**src/rtl/tcw_queue.sv**
```systemverilog
// Small register queue; DEPTH must be a power of two.
module tcw_queue #(
  parameter int WIDTH = 8,
  parameter int DEPTH = 4
) (
  input  logic             clk,
  input  logic             rst_n,
  input  logic             push,
  input  logic [WIDTH-1:0] wdata,
  output logic             full,
  input  logic             pop,
  output logic [WIDTH-1:0] rdata,
  output logic             empty
);

  localparam int PTR_W = (DEPTH > 1) ? $clog2(DEPTH) : 1;
  localparam int CNT_W = $clog2(DEPTH + 1);

  logic [WIDTH-1:0] mem_r [DEPTH];
  logic [PTR_W-1:0] wr_ptr_r, wr_ptr_nxt;
  logic [PTR_W-1:0] rd_ptr_r, rd_ptr_nxt;
  logic [CNT_W-1:0] cnt_r, cnt_nxt;
  logic             do_push, do_pop;

  assign full    = (cnt_r == CNT_W'(DEPTH));
  assign empty   = (cnt_r == '0);
  assign do_push = push & ~full;
  assign do_pop  = pop & ~empty;
  assign rdata   = mem_r[rd_ptr_r];

  always_comb begin
    wr_ptr_nxt = do_push ? wr_ptr_r + 1'b1 : wr_ptr_r;
    rd_ptr_nxt = do_pop ? rd_ptr_r + 1'b1 : rd_ptr_r;
    cnt_nxt    = cnt_r;
    if (do_push && !do_pop) begin
      cnt_nxt = cnt_r + 1'b1;
    end else if (do_pop && !do_push) begin
      cnt_nxt = cnt_r - 1'b1;
    end
  end

  always_ff @(posedge clk) begin
    if (!rst_n) begin
      wr_ptr_r <= '0;
      rd_ptr_r <= '0;
      cnt_r    <= '0;
    end else begin
      wr_ptr_r <= wr_ptr_nxt;
      rd_ptr_r <= rd_ptr_nxt;
      cnt_r    <= cnt_nxt;
    end
  end

  always_ff @(posedge clk) begin
    if (do_push) begin
      mem_r[wr_ptr_r] <= wdata;
    end
  end

endmodule

```
**config.mk**
```make
export PLATFORM = sky130hd
export DESIGN_NAME = tcw_queue
export DESIGN_NICKNAME = d
export VERILOG_FILES = /design/src/rtl/tcw_queue.sv
export SDC_FILE = /design/constraint.sdc
export NUM_CORES = 1
export LEC_CHECK = 0
export ABC_AREA = 1
export ABC_CLOCK_PERIOD_IN_PS = 2600
export BUFFER_PORTS_ARGS = -buffer_cell sky130_fd_sc_hd__buf_2
export CAP_MARGIN = 25
export CORE_MARGIN = 1
export CORE_UTILIZATION = 60
export DETAILED_ROUTE_END_ITERATION = 6
export GPL_TIMING_DRIVEN = 0
export PLACE_DENSITY = 0.82
export SLEW_MARGIN = 15
export SYNTH_ARGS = -nofsm -noshare
export SYNTH_HDL_FRONTEND = slang
export SYNTH_SLANG_ARGS = --single-unit
```
**constraint.sdc**
```tcl
create_clock -name clk -period 2.6 [get_ports clk]
set_input_delay 0.26 -clock clk [delete_from_list [all_inputs] [get_ports clk]]
set_output_delay 0.26 -clock clk [all_outputs]
set_load 0.05 [all_outputs]
```
==> results.toml <==
[clocking]
ctsResizeCount = 0
worstSkewPairLatency_ps = 340
numCtsBuffers = 5
cts_hold_buf = 0
cts-root-buf = "sky130_fd_sc_hd__clkbuf_4"
post_cts_setup_repair_buffer_count = 0
htreeDepth = 2
cts.path.max_buffers = 2
worst_setup_hold_path_clk_slew_ps = 110
cts.sink_count = 41
tritoncts = "done"

[outcome]
result_of_the_run = "complete, no violations"

[worst_setup_path]
required_time_at_the_endpoint_of_the_critical_path_ps = 2340
critical_path.max_stage_delay_ps = 420
cp.arrival_ps = 1650
critical_path_launch_point_type = "flip-flop"
critical_path.cell_chain = "inv_1 -> o21ai_0 -> o22ai_1 -> buf_2"
timing.critical_path.slowest_stage_cell = "sky130_fd_sc_hd__dfxtp_1"
path_max_fanout = 9
r2r.worst_path.cells = 9
path_class = "reg2out"
critical_path.endpoint_type = "primary output"

[sta]
setup_ws_ps = 687.5
timing.final.crit_period_ps = 1913
timing.fmax_ghz = 0.5229
final.hold.worst_slack_ps = 124.0
worst_slew_pin_slew_ps = 762.0
final_max_slew_viol_count = 0
worst_slew_margin_rel = 0.4902
setup_total_negative_slack_ps = 0
clock-skew-final_ps = 4.816
finalHoldViolations = 0
final.period_utilization = 0.7356
rsz_0062_raised_after_global_routing = "no"
setup_viol = 0

[place]
hpwl_um = 2323
placed_cells_incl_taps = 197
buffer_ports.inserted = 21
post_dp_cell_area_sq_mm = 0.001828
placement_stage_worst_setup_slack_ps = 738.7
finalWeightedCongestion = 0.6793

[routing]
dr_total_vias = 1166
totalWireLength_um = 3227
routedWlPerCell_um = 15.74
drt_first_iter_violations = 28
ant_nets = 0
detailed_router_iteration_count_before_antenna_repair = 4
drc = 0
route.detailed.vias_per_inst = 5.688

[global_route]
global_route_wire_length_before_repair_um = 5023
number_of_global_route_vias_before_repair = 1150
number_of_antenna_violations_at_the_first_check_in_global_routing = 0
globalRouteTotalUtil = 0.2584
grt_remaining_overflow = 0
pin_count_of_the_biggest_net_entering_global_routing = 13

[cells_and_area]
drive_above_1_share = 0.2057
fin_util = 0.7320
antenna-diode-count = 0
instances_no_fill = 205
area_growth_syn_to_layout_pct = 11.51
final_net_count = 192
finalInstanceArea_sq_mm = 0.001879

[pwr]
power.density_cell_area_mw_per_mm2 = 1036
leakage_nw = 0.7553
post-layout-total-power_mw = 1.947
ir_worst_vdd_v = 0.0007125

[logic_synthesis]
synth_seq_cells = 41
post_syn_area_sq_mm = 0.001685
cells_after_synth = 146
syn_nets = 164
synthesis.area_per_instance_sq_um = 11.54
yosysWarnings = 0
synth_cell_type_count = 18
synth_sequential_area_ratio = 0.6771

[die]
fp.dieW_um = 55
die_h_um = 55
fp-row-count = 18
die-area_sq_mm = 0.003025
start_util = 0.6564
standard_cell_core_area_sq_mm = 0.002567
top_level_ports = 22

[hold_path]
hold_path.class = "in2reg"
hold-path-cell-count = 1

[run]
drv.max_cap_violation_count = 0
layout by cell type, fill, tap and decap left out, drive strengths merged:
master / n
o22ai: 8
a21oi: 3
fa: 1
nor2: 30
clkinv: 2
buf: 23
xor2: 1
inv: 18
clkbuf: 6
edfxtp: 32
nand3b: 1
ha: 5
dfxtp: 9
nand3: 4
o21ai: 17
nand2: 15
synthesized netlist by cell type:
| library cell | n | area, sq um |
|---|---|---|
| sky130_fd_sc_hd__a21oi_1 | 3 | 15.01 |
| sky130_fd_sc_hd__buf_6 | 2 | 22.52 |
| sky130_fd_sc_hd__dfxtp_1 | 9 | 180.2 |
| sky130_fd_sc_hd__edfxtp_1 | 32 | 960.9 |
| sky130_fd_sc_hd__fa_1 | 1 | 20.02 |
| sky130_fd_sc_hd__ha_1 | 5 | 62.56 |
| sky130_fd_sc_hd__inv_1 | 17 | 63.81 |
| sky130_fd_sc_hd__inv_2 | 1 | 3.750 |
| sky130_fd_sc_hd__nand2_1 | 13 | 48.80 |
| sky130_fd_sc_hd__nand2_2 | 2 | 12.51 |
| sky130_fd_sc_hd__nand3_1 | 4 | 20.02 |
| sky130_fd_sc_hd__nand3b_1 | 1 | 7.510 |
| sky130_fd_sc_hd__nor2_1 | 30 | 112.6 |
| sky130_fd_sc_hd__o21ai_0 | 13 | 65.06 |
| sky130_fd_sc_hd__o21ai_1 | 1 | 5.000 |
| sky130_fd_sc_hd__o21ai_2 | 3 | 26.28 |
| sky130_fd_sc_hd__o22ai_1 | 8 | 50.05 |
| sky130_fd_sc_hd__xor2_1 | 1 | 8.760 |
report_power, final:
part	internal, mW	switching (mW)
clock	0.103	0.193
combinational	0.207	0.573
sequential	0.805	0.0671
area by class of cell:
cell class	count	area (sq um)
sequential	41	1141
fill	173	688.2
multi-input combinational	85	454.2
timing repair buffer	21	105.1
inverter	18	67.56
clock buffer	6	41.29
tap	30	37.54
buffer	2	22.52
clock inverter	2	10.01
path summary, 6_finish.rpt:
| kind | startpoint | endpoint | slack (ps) |
|---|---|---|---|
| hold reg to reg | cnt_r[1] | cnt_r[1] | 530 |
| setup reg to reg | cnt_r[0] | cnt_r[1] | 700 |
| setup / recovery | flip-flop | rdata[1] | 690 |
| hold / removal | wdata[2] | mem_r[2][2] | 120 |
registers in the layout (all words and copies together), names as in the netlist, named ones only:
name / count
rd_ptr_r: 2
wr_ptr_r: 2
mem_r: 32
cnt_r: 3
cells by family after synthesis:
kind of cell	count (synthesis)	share of synthesized area
flops	41	0.6771
compound gates	28	0.09577
buf+inv	20	0.05345
fa+ha+maj	6	0.04900
simple gates	50	0.1195
xor+xnor	1	0.005198
routing by layer:
layer | wire (um) | share of wire | track usage
met2 | 1708 | 0.53 | 0.4478
met3 | 210 | 0.065 | 0.09563
met5 | 0 | 0 | 0
met4 | 30 | 0.0093 | 0.1208
met1 | 1277 | 0.40 | 0.2779
critical path: cells and delay by family (launching register included):
family,cells,cell delay (ps)
buf+inv,2,560
compound gates,2,320
flops,1,420
Power figures use the tool's default switching activity.
