**src/rtl/tcw_pkg.sv**
```systemverilog
// Shared types, codes and constants of the text console writer.
package tcw_pkg;

  localparam int TCW_COLUMNS      = 80;
  localparam int TCW_ROWS         = 25;
  localparam int TCW_CMD_DEPTH    = 4;
  localparam int TCW_RES_DEPTH    = 2;

  localparam int POS_W            = 11;
  localparam int CELL_W           = 16;
  localparam int CFG_DATA_W       = 32;
  localparam int CFG_ADDR_W       = 3;

  localparam logic [7:0]        CHAR_NEWLINE    = 8'd10;
  localparam logic [7:0]        CHAR_SPACE      = 8'h20;
  localparam logic [7:0]        RESET_ATTRIBUTE = 8'h1F;
  localparam logic [CELL_W-1:0] RESET_CELL      = 16'h1F20;

  // register index (paddr above the byte offset)
  localparam logic REG_TEXT_ATTRIBUTE = 1'b0;

  localparam logic [1:0] FUNC_PUT   = 2'd0;
  localparam logic [1:0] FUNC_CLEAR = 2'd1;
  localparam logic [1:0] FUNC_READ  = 2'd2;

  typedef enum logic [2:0] {
    OP_NOP     = 3'd0,
    OP_PUT     = 3'd1,
    OP_NEWLINE = 3'd2,
    OP_CLEAR   = 3'd3,
    OP_READ    = 3'd4
  } op_t;

  typedef struct packed {
    logic [1:0] func;
    logic [7:0] char_code;
    logic [4:0] read_row;
    logic [6:0] read_column;
  } in_item_t;

  typedef struct packed {
    logic [CELL_W-1:0] cell_value;
    logic [POS_W-1:0]  cursor_position;
  } out_item_t;

  typedef struct packed {
    op_t        op;
    logic [7:0] char_code;
    logic [4:0] read_row;
    logic [6:0] read_column;
  } cmd_t;

endpackage

```
**src/rtl/tcw_front.sv**
```systemverilog
// Input side: takes words and turns each into a command for the back end.
module tcw_front import tcw_pkg::*; #(
  parameter int SCREEN_COLUMNS = TCW_COLUMNS,
  parameter int SCREEN_ROWS    = TCW_ROWS
) (
  input  logic     in_push,
  input  in_item_t in_item,
  output logic     in_full,
  input  logic     cq_full,
  input  logic     init_busy,
  output logic     cq_push,
  output cmd_t     cq_data
);

  logic read_in_range;

  assign in_full = cq_full | init_busy;
  assign cq_push = in_push & ~in_full;

  assign read_in_range = (32'(in_item.read_row) < 32'(SCREEN_ROWS)) &&
                         (32'(in_item.read_column) < 32'(SCREEN_COLUMNS));

  always_comb begin
    cq_data.char_code   = in_item.char_code;
    cq_data.read_row    = in_item.read_row;
    cq_data.read_column = in_item.read_column;
    case (in_item.func)
      FUNC_PUT: begin
        cq_data.op = (in_item.char_code == CHAR_NEWLINE) ? OP_NEWLINE : OP_PUT;
      end
      FUNC_CLEAR: begin
        cq_data.op = OP_CLEAR;
      end
      FUNC_READ: begin
        // off-screen reads return zero and touch nothing
        cq_data.op = read_in_range ? OP_READ : OP_NOP;
      end
      default: begin
        cq_data.op = OP_NOP;
      end
    endcase
  end

endmodule

```
**config.mk**
```make
export PLATFORM = sky130hd
export DESIGN_NAME = tcw_front
export DESIGN_NICKNAME = d
export VERILOG_FILES = /design/src/rtl/tcw_pkg.sv /design/src/rtl/tcw_front.sv
export SDC_FILE = /design/constraint.sdc
export NUM_CORES = 1
export LEC_CHECK = 0
export BUFFER_PORTS_ARGS = -buffer_cell sky130_fd_sc_hd__buf_2
export CAP_MARGIN = 10
export CORE_AREA = 8 8 45 47
export DETAILED_ROUTE_END_ITERATION = 7
export DIE_AREA = 0 0 53 55
export GPL_ROUTABILITY_DRIVEN = 0
export PLACE_DENSITY = 0.68
export SLEW_MARGIN = 20
export SYNTH_ARGS = -nofsm -noshare
export SYNTH_HDL_FRONTEND = slang
export SYNTH_SLANG_ARGS = --single-unit
```
**constraint.sdc**
```tcl
create_clock -name vclk -period 0.8
set_input_delay 0.04 -clock vclk [all_inputs]
set_output_delay 0.04 -clock vclk [all_outputs]
set_load 0.05 [all_outputs]
```
==> metrics.csv <==
stage,metric,value,unit
hold_path,Worst Hold Class,input port to primary output,
sta,RSZ-0062 raised after global routing,true,
logic_synthesis,mux cell area share after synthesis,0,
layout,Seq Cell Count,0,
critical_path,Worst Setup EP,cq_data[20],
route,met2 WL post-DR,533,µm
grt,first-pass GRT wire length,1480,µm
logic_synthesis,most numerous cell types in the synthesized netlist,"sky130_fd_sc_hd__buf_4 (20), sky130_fd_sc_hd__inv_1 (2), sky130_fd_sc_hd__nor4b_4 (2)",
route,total number of vias,287,
route,first-pass detailed-route iteration total,1,
logic_synthesis,cell type contributing the most total cell area after synthesis,sky130_fd_sc_hd__buf_4,
power,power per cell area,888,mW/mm²
critical_path,series of cell instances along the critical path,buf_8 -> nor4b_4 -> buf_4 -> a31oi_4 -> buf_6,
layout,Layout fillers,152,
job,MaxCap Viol Count,0,
logic_synthesis,sequential share of the synthesized area,0,
sta,final number of setup-violating endpoints,3,
floorplan,die outline area,0.00292,mm²
logic_synthesis,post-synthesis cell count,32,
sta,portion of the clock cycle consumed by the worst path in the final layout,1.08,
logic_synthesis,largest family of logic cells by synthesized area,buffers and inverters,
layout,# nets final,83,
layout,fraction of final layout cells sized beyond drive strength 1,0.911,
layout,combined flip-flop and latch cell area,0,µm²
logic_synthesis,mean area per synthesized cell,7.98,µm²
power,maximum ir drop on the vdd rail,0.292,mV
floorplan,starting density of the core,0.184,
place,worst slack after detailed placement,-0.183,ns
critical_path,crit path max-delay cell type,sky130_fd_sc_hd__nor4b_4,
critical_path,critical path data required time,0.76,ns
logic_synthesis,post-synthesis xor/xnor area fraction,0,
critical_path,Crit path arrival time,0.83,ns
sta,max-slew violation total from the final report,0,
grt,GRT Resource Usage Total,0.0643,
floorplan,Chip Width,53,µm
floorplan,Die Y,55,µm
grt,via count of the first global-routing pass,314,
sta,Relative slew margins,0.832,
floorplan,Cell Rows,14,
layout,clock buffers,0,
route,WL met3,248,µm
critical_path,Critical Path Source Type,input port,
layout,# diodes,0,
route,met1 WL,273,µm
status,failing checks,setup timing,
place,number of I/O port buffers,42,
place,total placed instance area,365,µm²
logic_synthesis,share of the synthesized area in compound gates (AO/OA/AOI/OAI),0.0980,
layout,"Non-Filler Cell Area, Final",463,µm²
layout,layout overhead on the synthesized area,81.4,%
logic_synthesis,most instantiated library cell after synthesis,sky130_fd_sc_hd__buf_4,
grt,number of antenna violations at the first check in global routing,0,
logic_synthesis,cell area after synthesis,255,µm²
route,DRC violation count after routing,0,
critical_path,CP max stage delay,0.28,ns
floorplan,core box area,0.00138,mm²
sta,minimum period implied by the final worst setup slack,0.865,ns
route,antenna violation net count after detailed routing,0,
critical_path,critical-path maximum fanout,2,
route,Routed WL,1060,µm
status,outcome,"finished, violations left",
power,leakage power summed over all cells,0.245,nW
sta,f_max,1160,MHz
floorplan,total I/O pin count,50,
logic_synthesis,count of warnings emitted by yosys,0,
grt,maximum number of pins on one net before global-route repair,4,
grt,total gr overflow,0,
route,DRC marker count from the first detailed-route iteration,0,
layout,core utilization of the finished layout,0.335,
logic_synthesis,top cells by area in the synthesized netlist,"sky130_fd_sc_hd__buf_4 (59%), sky130_fd_sc_hd__nor4b_4 (19%), sky130_fd_sc_hd__and4_1 (3.4%)",
route,routed length per placed instance,14.7,µm
sta,final hold slack,0.0801,ns
critical_path,start point of the critical path,in_item[14],
logic_synthesis,count of cell types in the netlist,11,
sta,slew at the pin closest to its max-slew limit,0.254,ns
place,detailed placement HPWL,892,µm
critical_path,startpoint-to-endpoint class of the critical path,input port to primary output,
logic_synthesis,Synth Area in Simple Gates,0.284,
critical_path,kind of end point of the critical path,primary output,
logic_synthesis,top cell type's share of synthesized area,0.588,
logic_synthesis,"Net Count, Synth",57,
route,vias per cell,3.99,
sta,final number of hold-violating endpoints,0,
sta,least setup slack across all paths after layout,-0.0653,ns
logic_synthesis,Synth Area in Adders,0,
route,top metal layer carrying routed signals,met3,
==> stage by stage <==
stage	TNS (ns)	cells	total power [W]
6_report	-0.161	72	0.000411
3_3_place_gp	-0.450	72	0.000356
3_5_place_dp	-0.474	72	0.000358
2_1_floorplan	-0.202	32	0.000345
4_1_cts	-0.175	72	0.000408
5_1_grt	-0.283	72	0.000430
==> how the worst min path moves through the flow <==
stage                  endpoint  slack [ns]  cells after the start         from
floorplan           cq_data[21]        0.14                      1  in_item[21]
global placement     cq_data[3]        0.08                      0   in_item[3]
detailed placement   cq_data[3]        0.08                      0   in_item[3]
CTS                  cq_data[3]        0.08                      0   in_item[3]
global route         cq_data[0]        0.08                      0   in_item[0]
finish               cq_data[3]        0.08                      0   in_item[3]
==> where the power goes <==
part	switching, W	leakage [nW]	internal (W)
Clock	0	0	0
Combinational	0.000275	0.245	0.000136
Sequential	0	0	0
Total	0.000275	0.245	0.000136
==> area by class of cell <==
cell class,instances,area [µm²],share of cell area
well taps,16,20.0,0.0432
multi-input cells,10,140,0.303
repair buffers,44,295,0.638
inverters,2,7.51,0.0162
==> cell usage in the layout (no fill, tap or decap) <==
| cell | n |
|---|---|
| sky130_fd_sc_hd__nor2_2 | 1 |
| sky130_fd_sc_hd__nor2_4 | 1 |
| sky130_fd_sc_hd__o311ai_4 | 1 |
| sky130_fd_sc_hd__o21ai_0 | 1 |
| sky130_fd_sc_hd__or2_1 | 1 |
| sky130_fd_sc_hd__and4_4 | 1 |
| sky130_fd_sc_hd__buf_2 | 32 |
| sky130_fd_sc_hd__a31oi_4 | 1 |
| sky130_fd_sc_hd__nor4b_4 | 2 |
| sky130_fd_sc_hd__clkbuf_4 | 1 |
| sky130_fd_sc_hd__a21oi_1 | 1 |
| sky130_fd_sc_hd__buf_6 | 6 |
| sky130_fd_sc_hd__buf_8 | 3 |
| sky130_fd_sc_hd__inv_1 | 2 |
| sky130_fd_sc_hd__buf_4 | 2 |
==> critical path, delay by kind of cell <==
family          cells  cell delay [ns]
simple gates        1             0.28
buf+inv             3             0.42
compound gates      1             0.08
==> per-layer routing <==
layer | up-vias | global-route usage
li1 | 135 | -
met1 | 123 | 0.0558
met2 | 29 | 0.133
met3 | 0 | 0.0348
met4 | 0 | 0
met5 | - | 0
==> cell families (layout without fill, tap and decap cells) <==
family / after synthesis / in the layout
buf+inv: 22 / 46
compound gates: 4 / 4
simple gates: 6 / 6
==> what timing repair did <==
item,4_1_cts,5_1_grt
resized for setup,17,3
hold buffers,0,0
pin swaps,4,0
setup buffers,0,0
endpoints found under the setup margin,3,4
Power figures use the tool's default switching activity.
